[src/design/rws_pkg.sv]
`timescale 1ns / 1ps
package rws_pkg;

   localparam int VALUE_W = 48;
   localparam int FRAC_W  = 28;
   localparam int COUNT_W = 32;
   localparam int DIV_W   = VALUE_W + FRAC_W;
   localparam int VAR_W   = 36;
   localparam int OUT_W   = 32;
   localparam int STEP_W  = 7;

   // Iteration counts of the shared divider and root unit, less one.
   localparam logic [STEP_W-1:0] RET_STEPS  = STEP_W'(DIV_W - 1);
   localparam logic [STEP_W-1:0] MEAN_STEPS = STEP_W'(COUNT_W);
   localparam logic [STEP_W-1:0] WIDE_STEPS = STEP_W'(63);
   localparam logic [STEP_W-1:0] ROOT_STEPS = STEP_W'(OUT_W - 1);

   typedef enum logic [4:0] {
      S_IDLE, S_DECIDE, S_RET_DIV, S_RET_FIN, S_MEAN_LD, S_MEAN_DIV, S_MEAN_FIN,
      S_MUL_SM, S_ACC_SM, S_MUL_DS, S_ACC_DS, S_VAR_LD, S_VAR_DIV, S_VAR_FIN,
      S_SD_ROOT, S_SD_FIN, S_DD_LD, S_DD_DIV, S_DD_FIN, S_DD_ROOT, S_DDS_FIN,
      S_OUT_EMPTY, S_OUT_STATS
   } state_type;

   typedef enum logic [4:0] {
      OP_NONE, OP_LOAD, OP_START, OP_CAPTURE, OP_RET_LD, OP_DIV_STEP, OP_RET_FIN,
      OP_MEAN_LD, OP_MEAN_FIN, OP_MUL_SM, OP_ACC_SM, OP_MUL_DS, OP_ACC_DS,
      OP_VAR_LD, OP_VAR_FIN, OP_ROOT_STEP, OP_SD_FIN, OP_DD_LD, OP_DD_FIN,
      OP_DDS_FIN, OP_RESULT_EMPTY, OP_RESULT_STATS
   } op_type;

   typedef struct packed {
      op_type op;
   } cmd_type;

   typedef struct packed {
      logic start;
      logic prev_zero;
      logic count_ge2;
   } status_type;

endpackage

[src/design/rws_ctrl.sv]
`timescale 1ns / 1ps
module rws_ctrl
   import rws_pkg::*;
(
   input  logic       clock,
   input  logic       reset,
   input  logic       in_valid,
   output logic       in_ready,
   output logic       out_valid,
   input  logic       out_ready,
   input  status_type status,
   output cmd_type    cmd
);

   state_type         state_ff, state_in;
   logic [STEP_W-1:0] step_ff, step_in;
   logic              out_valid_ff, out_valid_in;
   logic              out_free;

   assign out_free  = !out_valid_ff || out_ready;
   assign in_ready  = (state_ff == S_IDLE);
   assign out_valid = out_valid_ff;

   always_ff @(posedge clock) begin
      if (reset) begin
         state_ff     <= S_IDLE;
         step_ff      <= '0;
         out_valid_ff <= 1'b0;
      end else begin
         state_ff     <= state_in;
         step_ff      <= step_in;
         out_valid_ff <= out_valid_in;
      end
   end

   always_comb begin
      state_in     = state_ff;
      step_in      = step_ff;
      cmd.op       = OP_NONE;
      out_valid_in = out_valid_ff && !out_ready;
      unique case (state_ff)
         S_IDLE: begin
            if (in_valid) begin
               cmd.op   = OP_LOAD;
               state_in = S_DECIDE;
            end
         end
         S_DECIDE: begin
            if (status.start) begin
               cmd.op   = OP_START;
               state_in = S_OUT_EMPTY;
            end else if (status.prev_zero) begin
               cmd.op   = OP_CAPTURE;
               state_in = S_OUT_EMPTY;
            end else begin
               cmd.op   = OP_RET_LD;
               step_in  = RET_STEPS;
               state_in = S_RET_DIV;
            end
         end
         S_RET_DIV, S_MEAN_DIV, S_VAR_DIV, S_DD_DIV, S_SD_ROOT, S_DD_ROOT: begin
            cmd.op = (state_ff == S_SD_ROOT || state_ff == S_DD_ROOT) ?
                     OP_ROOT_STEP : OP_DIV_STEP;
            step_in = step_ff - 1'b1;
            if (step_ff == '0) begin
               unique case (state_ff)
                  S_RET_DIV:  state_in = S_RET_FIN;
                  S_MEAN_DIV: state_in = S_MEAN_FIN;
                  S_VAR_DIV:  state_in = S_VAR_FIN;
                  S_DD_DIV:   state_in = S_DD_FIN;
                  S_SD_ROOT:  state_in = S_SD_FIN;
                  default:    state_in = S_DDS_FIN;
               endcase
            end
         end
         S_RET_FIN: begin
            cmd.op   = OP_RET_FIN;
            state_in = S_MEAN_LD;
         end
         S_MEAN_LD: begin
            cmd.op   = OP_MEAN_LD;
            step_in  = MEAN_STEPS;
            state_in = S_MEAN_DIV;
         end
         S_MEAN_FIN: begin
            cmd.op   = OP_MEAN_FIN;
            state_in = S_MUL_SM;
         end
         S_MUL_SM: begin
            cmd.op   = OP_MUL_SM;
            state_in = S_ACC_SM;
         end
         S_ACC_SM: begin
            cmd.op   = OP_ACC_SM;
            state_in = S_MUL_DS;
         end
         S_MUL_DS: begin
            cmd.op   = OP_MUL_DS;
            state_in = S_ACC_DS;
         end
         S_ACC_DS: begin
            cmd.op   = OP_ACC_DS;
            state_in = status.count_ge2 ? S_VAR_LD : S_DD_LD;
         end
         S_VAR_LD: begin
            cmd.op   = OP_VAR_LD;
            step_in  = WIDE_STEPS;
            state_in = S_VAR_DIV;
         end
         S_VAR_FIN: begin
            cmd.op   = OP_VAR_FIN;
            step_in  = ROOT_STEPS;
            state_in = S_SD_ROOT;
         end
         S_SD_FIN: begin
            cmd.op   = OP_SD_FIN;
            state_in = S_DD_LD;
         end
         S_DD_LD: begin
            cmd.op   = OP_DD_LD;
            step_in  = WIDE_STEPS;
            state_in = S_DD_DIV;
         end
         S_DD_FIN: begin
            cmd.op   = OP_DD_FIN;
            step_in  = ROOT_STEPS;
            state_in = S_DD_ROOT;
         end
         S_DDS_FIN: begin
            cmd.op   = OP_DDS_FIN;
            state_in = S_OUT_STATS;
         end
         S_OUT_EMPTY, S_OUT_STATS: begin
            if (out_free) begin
               cmd.op       = (state_ff == S_OUT_STATS) ? OP_RESULT_STATS : OP_RESULT_EMPTY;
               out_valid_in = 1'b1;
               state_in     = S_IDLE;
            end
         end
         default: state_in = S_IDLE;
      endcase
   end

   a_accept_decides: assert property (@(posedge clock) disable iff (reset)
      in_valid && in_ready |=> state_ff == S_DECIDE)
      else $error("accepted word not followed by decision");
   a_step_counts: assert property (@(posedge clock) disable iff (reset)
      (state_ff == S_RET_DIV || state_ff == S_VAR_DIV) && step_ff != '0
      |=> step_ff == $past(step_ff) - 1'b1)
      else $error("iteration counter did not count down");
   a_result_slot: assert property (@(posedge clock) disable iff (reset)
      (cmd.op == OP_RESULT_STATS || cmd.op == OP_RESULT_EMPTY)
      |-> (!out_valid_ff || out_ready))
      else $error("result written over an untaken word");

endmodule

[config.mk]
export PLATFORM = sky130hd
export DESIGN_NAME = rws_ctrl
export DESIGN_NICKNAME = d
export VERILOG_FILES = /design/src/design/rws_pkg.sv /design/src/design/rws_ctrl.sv
export SDC_FILE = /design/constraint.sdc
export NUM_CORES = 1
export LEC_CHECK = 0
export BUFFER_PORTS_ARGS = -buffer_cell sky130_fd_sc_hd__buf_4
export CORE_MARGIN = 2
export CORE_UTILIZATION = 59
export CTS_CLUSTER_DIAMETER = 30
export DETAILED_ROUTE_END_ITERATION = 8
export PLACE_DENSITY_LB_ADDON = 0.12
export SETUP_SLACK_MARGIN = 0.4
export SKIP_LAST_GASP = 1
export SLEW_MARGIN = 10
export SYNTH_ARGS = -nofsm -noshare
export SYNTH_HDL_FRONTEND = slang
export SYNTH_SLANG_ARGS = --single-unit
[constraint.sdc]
create_clock -name clock -period 2.4 [get_ports clock]
set_input_delay 0.36 -clock clock [delete_from_list [all_inputs] [get_ports clock]]
set_output_delay 0.36 -clock clock [all_outputs]
set_load 0.01 [all_outputs]
== Yosys cells after proc, flatten, opt, wreduce, memory -nomap -nowiden ==
Cells that the tools add are included.
Storage, ports and cells
  register bits: 13
  bits of input ports: 7
Cells by class
  reductions and logical operators: 14
  eq/ne operators: 27
  add/sub/neg operators: 1
  mux-type cells: 20
Operator list (number)
  5-bit case mux with 17 select lines: 2
  5-bit by 4-bit equality test with 1-bit output, second input constant: 8
  5-bit equality test, second input constant: 7
  5-bit two-way mux: 7
  7-bit case mux with 5 select lines: 1
  5-bit case mux with 5 select lines: 1
  5-bit by 3-bit equality test with 1-bit output, second input constant: 4
  7-bit two-way mux: 2
  5-bit by 2-bit equality test with 1-bit output, second input constant: 2
  2-bit inequality test, second input constant: 5
  7-bit logical NOT: 1
  7-bit by 1-bit subtractor with 7-bit output, second input constant: 1
  3-bit two-way mux: 2
  3-bit AND reduction: 2
  2-bit OR reduction: 3
  6-bit OR reduction: 1
  5-bit by 1-bit equality test with 1-bit output, second input constant: 1
  5-bit logical NOT: 1
  5-bit nonzero test: 1
  1-bit two-way mux: 4
  4-bit two-way mux: 1
  1-bit logical NOT: 2
  1-bit logical OR: 2
  1-bit logical AND: 1

== Logic depth before layout (Yosys ltp) ==
Gate-level depths: netlist (run 1).
  depth in word-level cells: 4
  depth in mapped cells: 8

== Worst setup path after synthesis (run 1) ==
OpenSTA, ideal clock, no wires.
  path kind: register -> register
  from: register step_ff[0]
  to: register step_ff[6]
  buffers on the path: 0
  slack: 0.369 ns
  arrival: 1.927 ns
  clock period less this slack: 2.031 ns
  stages on the path, launching flop included: 8
  cells stage by stage: dfxtp_1 inv_1 ha_1 or3b_4 or4_4 a21boi_2 o22ai_1 a2111oi_2
Between the ends
  cells in the longest elaborated chain, start to end: 2
RTL lines
  start, declared: line rws_ctrl.sv:16  | logic [STEP_W-1:0] step_ff, step_in;
  start signal, assigned: line rws_ctrl.sv:31  | step_ff <= step_in;
  7-bit by 1-bit subtractor with 7-bit output: line rws_ctrl.sv:64  | step_in = step_ff - 1'b1;
  7-bit case mux with 5 select lines: line rws_ctrl.sv:41  | unique case (state_ff)
Every way passes these cells.
A chain may end at the register's enable or synchronous reset.

==> impl_metrics.py, run 1 <==
metrics = {
    "status": {
        "status": "complete, no violations",
    },
    "grt": {
        "grt_max_degree": 20,
        "grt_pass1_wl_um": 6893,
        "grt_pass1_vias": 1540,
        "antenna_found_initial": 0,
        "grt-ovfl-total": 0,
        "track_usage_pct": 31.96,
    },
    "synthesis": {
        "yosys.area_share.simple_pct": 31.74,
        "syn-num-nets": 217,
        "yosys_warnings": 0,
        "synth_xor_area_share_pct": 1.796,
        "ys_ff_latch": 13,
        "synth_edf_count": 0,
        "ys_types": 59,
        "synthAdderAreaFrac_pct": 1.711,
        "netlist_area_um2": 1463,
        "yosysSeqAreaShare_pct": 17.79,
        "postSynthCellCount": 208,
        "synth_top_family_by_area": "compound AO/OA/AOI/OAI gates",
        "avgSynthCellArea_um2": 7.032,
        "synth_flop_cell": "dfxtp_1",
        "async_flop_share_pct": 0,
        "muxShareOfSynthArea_pct": 0.6843,
        "synth_compound_area_share_pct": 37.81,
    },
    "sta": {
        "setup_viol": 0,
        "maxSlewViolCount": 0,
        "slew_headroom_pct": 70.58,
        "hold_viol": 0,
        "period_share_pct": 86.52,
        "tns_ps": 0,
        "min_period_ps": 2076,
        "rsz0062_at_grt": "yes",
        "worstMarginPinSlew_ps": 437.5,
        "worst_clock_skew_ps": 1.708,
        "max_freq_ghz": 0.4816,
    },
    "worst_setup_path": {
        "crit_required_ps": 2040,
        "reg2reg_depth": 7,
        "critPathLaunchType": "flip-flop",
        "arrival_ps": 1720,
        "rrSetupSlack_ps": 400,
        "reg2reg_from": "step_ff[0]",
        "crit_fanout": 7,
        "r2r_end": "step_ff[6]",
        "endpoint_kind": "primary output",
        "path_class": "flip-flop to primary output",
    },
    "clock_tree": {
        "numCtsBuffers": 3,
        "htreeDepth": 1,
        "cts_tree": "built",
        "cts-root-buf": "clkbuf_4",
        "cts.clk_slew.worst_paths_ps": 90,
        "clock_path_buffers": 2,
        "clock_sinks": 13,
        "clk-insertion-delay-late_ps": 280,
    },
    "finish": {
        "fill_cells": 142,
        "nets": 261,
        "final_cell_mix": "buf_4, a21oi_1, nor2_1",
        "fin_area_um2": 2036,
        "n_antenna_cell": 0,
        "areaGrowthSynthToFinish_pct": 39.18,
        "mostFrequentLayoutCell": "buf_4",
        "drive_gt1_share_pct": 37.85,
    },
    "floorplan": {
        "die_h_um": 53.79,
        "die-area_um2": 2893,
        "start_util_pct": 60.70,
        "die_x_um": 53.79,
        "core_area_um2": 2410,
        "num_rows": 18,
        "io_pins": 14,
    },
    "hold_path": {
        "hold_class": "input pin to flip-flop",
        "hp-start": "out_ready",
        "min_to": "out_valid",
        "min_path_cells": 3,
    },
    "run": {
        "max_cap_violations": 0,
    },
    "placed_design": {
        "dpl_cell_area_um2": 1589,
        "dpl.hpwl_um": 3045,
        "gp_congestion": 0.9036,
        "port_buffers": 13,
    },
    "pwr": {
        "p_per_area_nw_per_um2": 1363,
        "ir_drop_uv": 1052,
        "power_leakage_nw": 0.8109,
    },
    "route": {
        "drt_wl_total_um": 5421,
        "vias": 1976,
        "post_drt_via_cell_ratio": 7.032,
        "drcViolationCount": 0,
        "wl_per_cell_um": 19.29,
        "drt_iter0_drc": 147,
        "antenna_left": 0,
        "dr.pass1.iters": 5,
    },
}
[worst max-delay path by stage]
stage / cells past startpoint / to / slack [ps] / from
floorplan: 7 / cmd[0] / 400 / state_ff[2]
global placement: 5 / cmd[2] / 340 / state_ff[3]
detailed placement: 6 / step_ff[3] / 210 / state_ff[0]
CTS: 5 / cmd[2] / 360 / state_ff[3]
global route: 7 / cmd[3] / 290 / state_ff[1]
finish: 4 / cmd[2] / 320 / state_ff[0]
[layer usage]
layer	wire length (µm)	global-route usage (%)	up-vias
met5	0	0	-
met4	321	11.54	0
met3	629	4.444	49
met2	2501	52.85	179
met1	1968	41.99	878
li1	-	-	870
[critical path, stage by stage (launching register included)]
cell      delay (ps)
dfxtp_4          400
xnor2_1          160
or3b_4           430
o211ai_1         270
buf_4            170
[state kept, by name (all words and copies together) (netlist names)]
register,cells
state_ff,5
out_valid,1
step_ff,7
[what timing repair did]
action / 4_1_cts / 5_1_grt
gates cloned: 0 / 1
setup endpoints to repair: 11 / 11
hold endpoints to repair: 0 / 0
setup buffers: 8 / 25
hold buffers: 0 / 0
gates resized for setup: 29 / 22
pin swaps: 4 / 5
[cell usage after synthesis (2+ instances only)]
master	count	area share, %
nand3_1	3	1.0
nor3b_1	3	1.5
inv_1	8	2.1
or2_2	3	1.3
a311oi_1	3	1.8
clkbuf_1	7	1.8
o31ai_1	4	2.1
xor2_1	2	1.2
dfxtp_1	13	18
buf_2	9	3.1
o21ai_0	15	5.1
a2111oi_0	2	1.2
nand2_1	11	2.8
o211ai_1	4	2.1
a22oi_1	2	1.0
a31oi_1	5	2.1
or3_1	5	2.1
a32oi_1	3	1.8
nand2b_1	10	4.3
nor3_1	6	2.1
o21a_1	2	1.0
nor2b_1	5	2.1
nor2_1	19	4.9
a21oi_1	22	7.5
ha_1	2	1.7
o22ai_1	3	1.3
or3b_2	2	1.2
a211oi_1	4	2.1
[cells by family after synthesis]
group | count (synthesis)
adders and majority gates | 2
xor gates and xnor gates | 3
AOI/OAI and AO/OA | 82
and+or+nand+nor | 80
muxes | 1
buffers and inverters | 27
DFF | 13
[power breakdown]
group / switching [mW] / total (mW) / internal (mW)
Sequential: 0.158 / 0.481 / 0.323
Combinational: 1.05 / 2.15 / 1.09
Clock: 0.0806 / 0.145 / 0.0644
[per-stage QoR]
step	power [mW]	utilization, %	instances	hold WS (ps)	setup slack (ps)
6_report	2.774	84.48	281	384.8	323.6
3_3_place_gp	1.915	65.94	243	504.8	337.4
2_1_floorplan	1.567	-	208	500.2	401.3
5_1_grt	2.944	84.48	281	400.8	292.4
4_1_cts	2.316	72.95	255	372.6	363.0
3_5_place_dp	1.951	65.94	243	510.7	212.7
[cell type report]
cell class,instances,area [µm²],area share [%]
clock buffers,4,26.28,1.291
inverters,8,33.78,1.659
multi-input cells,168,1139,55.93
flip-flops and latches,13,281.5,13.83
well taps,30,37.54,1.844
repair buffers,58,518.0,25.45
Power figures use the tool's default switching activity.
==> run 2, diff against run 1 <==
--- a/config.mk
+++ b/config.mk
@@ -6,6 +6,7 @@
 export NUM_CORES = 1
 export LEC_CHECK = 0
 export BUFFER_PORTS_ARGS = -buffer_cell sky130_fd_sc_hd__buf_4
+export CORE_ASPECT_RATIO = 1.1
 export CORE_MARGIN = 2
 export CORE_UTILIZATION = 59
 export CTS_CLUSTER_DIAMETER = 30
==> constraint.sdc (replaced) <==
create_clock -name clock -period 2 [get_ports clock]
set_input_delay 0.4 -clock clock [delete_from_list [all_inputs] [get_ports clock]]
set_output_delay 0.4 -clock clock [all_outputs]
set_load 0.01 [all_outputs]
==> run 2 against run 1 <==
  * The run now fails in 5_1_grt
  * Synthesized cell count did not move
  * Area after synthesis stayed put
==> impl_metrics.py, run 2 <==
metrics = {
    "floorplan": {
        "start_util_pct": 63.67,
        "die_h_um": 56.22,
        "die_x_um": 51.48,
        "io_pins": 14,
        "num_rows": 18,
    },
    "clock_tree": {
        "clock_path_buffers": 2,
        "ctsHoldBuffers": 0,
        "cts-root-buf": "clkbuf_4",
        "clock_sinks": 13,
        "numCtsBuffers": 3,
        "htreeDepth": 1,
    },
    "synthesis": {
        "syn-num-nets": 217,
        "avgSynthCellArea_um2": 7.032,
        "synthTopCellsByArea": "dfxtp_1, a21oi_1, o21ai_0",
        "ys_top_cells_by_count": "a21oi_1, nor2_1, o21ai_0, dfxtp_1, nand2_1",
        "async_flop_share_pct": 0,
        "postSynthCellCount": 208,
        "synth_edf_count": 0,
        "yosysTopAreaCellShare_pct": 17.79,
        "yosysSeqAreaShare_pct": 17.79,
        "yosys_warnings": 0,
        "synth_flop_cell": "dfxtp_1",
        "ys_ff_latch": 13,
        "netlist_area_um2": 1463,
        "ys_types": 59,
        "yosys.area.top_type": "dfxtp_1",
        "yosysMostFrequentCell": "a21oi_1",
    },
    "status": {
        "error_line": "[ERROR GRT-0232] Routing congestion too high. Check the congestion heatmap in the GUI.",
        "haltStage": "5_1_grt",
        "status": "did not finish",
    },
    "placed_design": {
        "gp_congestion": 0.9269,
        "dp.cells": 252,
        "dpl.hpwl_um": 3125,
        "port_buffers": 13,
        "dp_slack_ps": 30.97,
        "dpl_cell_area_um2": 1730,
    },
    "grt": {
        "grt_max_degree": 18,
        "track_usage_pct": 79.36,
        "grt-ovfl-total": 85,
    },
    "sta": {
        "grt-worst-endpoint": "cmd[2]",
        "endpoint_type": "primary output",
    },
}
[run 2: cell counts after synthesis]
No cell type changed its count.
[run 2: metrics by stage]
step           utilization, %  hold WS (ps)
2_1_floorplan               -         492.8
3_3_place_gp            75.33         510.4
3_5_place_dp            75.33         516.0
4_1_cts                 92.16         408.3
[run 2: timing repair]
| action | 4_1_cts |
|---|---|
| pin swaps | 18 |
| resized for setup | 53 |
| buffers inserted | 21 |
| gates cloned | 1 |
| endpoints found under the setup margin | 17 |
[run 2: logic make-up after synthesis]
kind of cell	share of synthesized area, %
flops	17.79
xor+xnor	1.797
compound gates	37.81
fa+ha+maj	1.711
mux	0.6844
buf+inv	8.469
simple gates	31.74
[run 2: layer usage]
layer / overflow / track usage (%)
met2: 57 / 100.7
met5: 0 / 0
met4: 28 / 88.35
met3: 0 / 50.27
met1: 0 / 80.30
==> run 3, diff against run 2 <==
--- a/config.mk
+++ b/config.mk
@@ -6,13 +6,10 @@
 export NUM_CORES = 1
 export LEC_CHECK = 0
 export BUFFER_PORTS_ARGS = -buffer_cell sky130_fd_sc_hd__buf_4
-export CORE_ASPECT_RATIO = 1.1
 export CORE_MARGIN = 2
-export CORE_UTILIZATION = 59
-export CTS_CLUSTER_DIAMETER = 30
+export CORE_UTILIZATION = 40
 export DETAILED_ROUTE_END_ITERATION = 8
-export PLACE_DENSITY_LB_ADDON = 0.12
-export SETUP_SLACK_MARGIN = 0.4
+export PLACE_DENSITY_LB_ADDON = 0.15
 export SKIP_LAST_GASP = 1
 export SLEW_MARGIN = 10
 export SYNTH_ARGS = -nofsm -noshare
==> run 3 against run 2 <==
  * The flow now finishes, with violations (setup timing)
==> impl_metrics.py, run 3 (synthesis results as in run 1) <==
metrics = {
    "clock_tree": {
        "ctsHoldBuffers": 0,
        "clock_sinks": 13,
        "clk-insertion-delay-late_ps": 280,
        "htreeDepth": 1,
        "cts_tree": "built",
        "cts.clk_slew.worst_paths_ps": 90,
        "clock_path_buffers": 2,
        "numCtsBuffers": 3,
        "cts-root-buf": "clkbuf_4",
    },
    "hold_path": {
        "hold_class": "input pin to flip-flop",
        "min_path_cells": 2,
    },
    "worst_setup_path": {
        "arrival_ps": 1640,
        "rrSetupSlack_ps": -20,
        "path_class": "flip-flop to primary output",
        "cp_slowest_cell": "dfxtp_4",
        "reg2reg_depth": 7,
        "crit_required_ps": 1600,
        "crit_fanout": 7,
        "crit_path_frequent_cell": "buf_4",
        "cpPeakStageDelay_ps": 360,
        "endpoint_kind": "primary output",
        "crit_chain": "buf_12 > buf_4 > buf_4 > nand4b_1 > a21oi_1 > a221o_1 > buf_6",
        "critPathLaunchType": "flip-flop",
    },
    "pwr": {
        "ir_drop_uv": 720.5,
        "power_leakage_nw": 0.8131,
        "p_per_area_nw_per_um2": 1536,
    },
    "route": {
        "drt_iter0_drc": 154,
        "drt_wl_total_um": 5061,
        "dr.pass1.iters": 5,
        "post_drt_via_cell_ratio": 6.349,
        "drcViolationCount": 0,
        "vias": 1873,
        "antenna_left": 0,
        "wl_per_cell_um": 17.16,
    },
    "placed_design": {
        "gp_congestion": 0.9144,
        "dpl.hpwl_um": 3243,
        "port_buffers": 13,
    },
    "finish": {
        "final_cell_mix": "buf_4, a21oi_1, nor2_1",
        "max_flop_register": "step_ff",
        "areaGrowthSynthToFinish_pct": 44.82,
        "drive_gt1_share_pct": 41.77,
        "mostFrequentLayoutCell": "buf_4",
        "n_antenna_cell": 0,
        "largest_reg_flops": 7,
        "nets": 259,
    },
    "floorplan": {
        "num_rows": 21,
        "die_h_um": 64.47,
        "die_x_um": 64.47,
        "io_pins": 14,
        "start_util_pct": 42.82,
        "die-area_um2": 4156,
        "core_area_um2": 3416,
    },
    "sta": {
        "hold_ws_ps": 422.1,
        "hold_viol": 0,
        "min_period_ps": 2038,
        "maxSlewViolCount": 0,
        "worst_clock_skew_ps": 8.344,
        "setup_viol": 6,
        "timing.final.ws_setup_ps": -38.49,
        "rsz0062_at_grt": "yes",
        "tns_ps": -104.4,
        "worstMarginPinSlew_ps": 391.6,
        "period_share_pct": 101.9,
        "max_freq_ghz": 0.4906,
        "slew_headroom_pct": 73.22,
    },
    "grt": {
        "track_usage_pct": 23.80,
        "grt-ovfl-total": 0,
        "grt_pass1_vias": 1657,
        "grt_max_degree": 22,
        "antenna_found_initial": 0,
        "grt_pass1_wl_um": 7914,
    },
    "status": {
        "status": "finished with violations",
        "violations": "setup timing",
    },
    "run": {
        "max_cap_violations": 0,
    },
}
run 3: where the power goes:
group | total [mW] | switching (mW) | internal [mW]
Sequential | 0.552 | 0.166 | 0.386
Clock | 0.173 | 0.0954 | 0.0773
Combinational | 2.53 | 1.25 | 1.28
run 3: path summary, 6_finish.rpt:
check,startpoint,end
worst max register to register,state_ff[3],step_ff[4]
worst max-delay path,state_ff[3],cmd[0]
worst min-delay path,reset,out_valid
worst min register to register,out_valid,out_valid
run 3: timing repair:
action	in CTS	in global routing
endpoints found under the setup margin	7	13
setup buffers	6	12
pin swaps	4	12
gates resized for setup	26	24
cloned	1	0
run 3: per-stage QoR:
step	instance area [µm²]	setup slack [ps]	utilization, %	std cells	total power, mW
floorplan	1468	-9.982	-	208	1.884
global placement	1764	22.01	51.65	273	2.576
detailed placement	1764	-25.56	51.65	273	2.627
CTS	1934	-54.55	56.63	284	2.945
global route	2118	-112.5	62.01	295	3.489
finish	2118	-38.49	62.01	295	3.254
run 3: cell type report:
type,count,area (µm²)
sequential,13,281.5
inverter,8,30.03
clock buffer,4,26.28
multi-input combinational,168,1212
fill,296,1297
tap,46,57.56
timing repair buffer,56,510.5
run 3: layer usage:
layer  GRT usage, %  vias to the layer above  part of all wire [%]
met5              0                        -                     0
met4          4.255                        0                   1.9
met3          3.819                       18                   7.7
met2          39.97                       97                    47
met1          32.51                      889                    43
li1               -                      869                     -
run 3: worst max-delay path, delay by kind of cell (launching register included):
family	cells	cell delay [ps]
compound gates	2	360
flops	1	360
buf+inv	4	500
simple gates	1	130
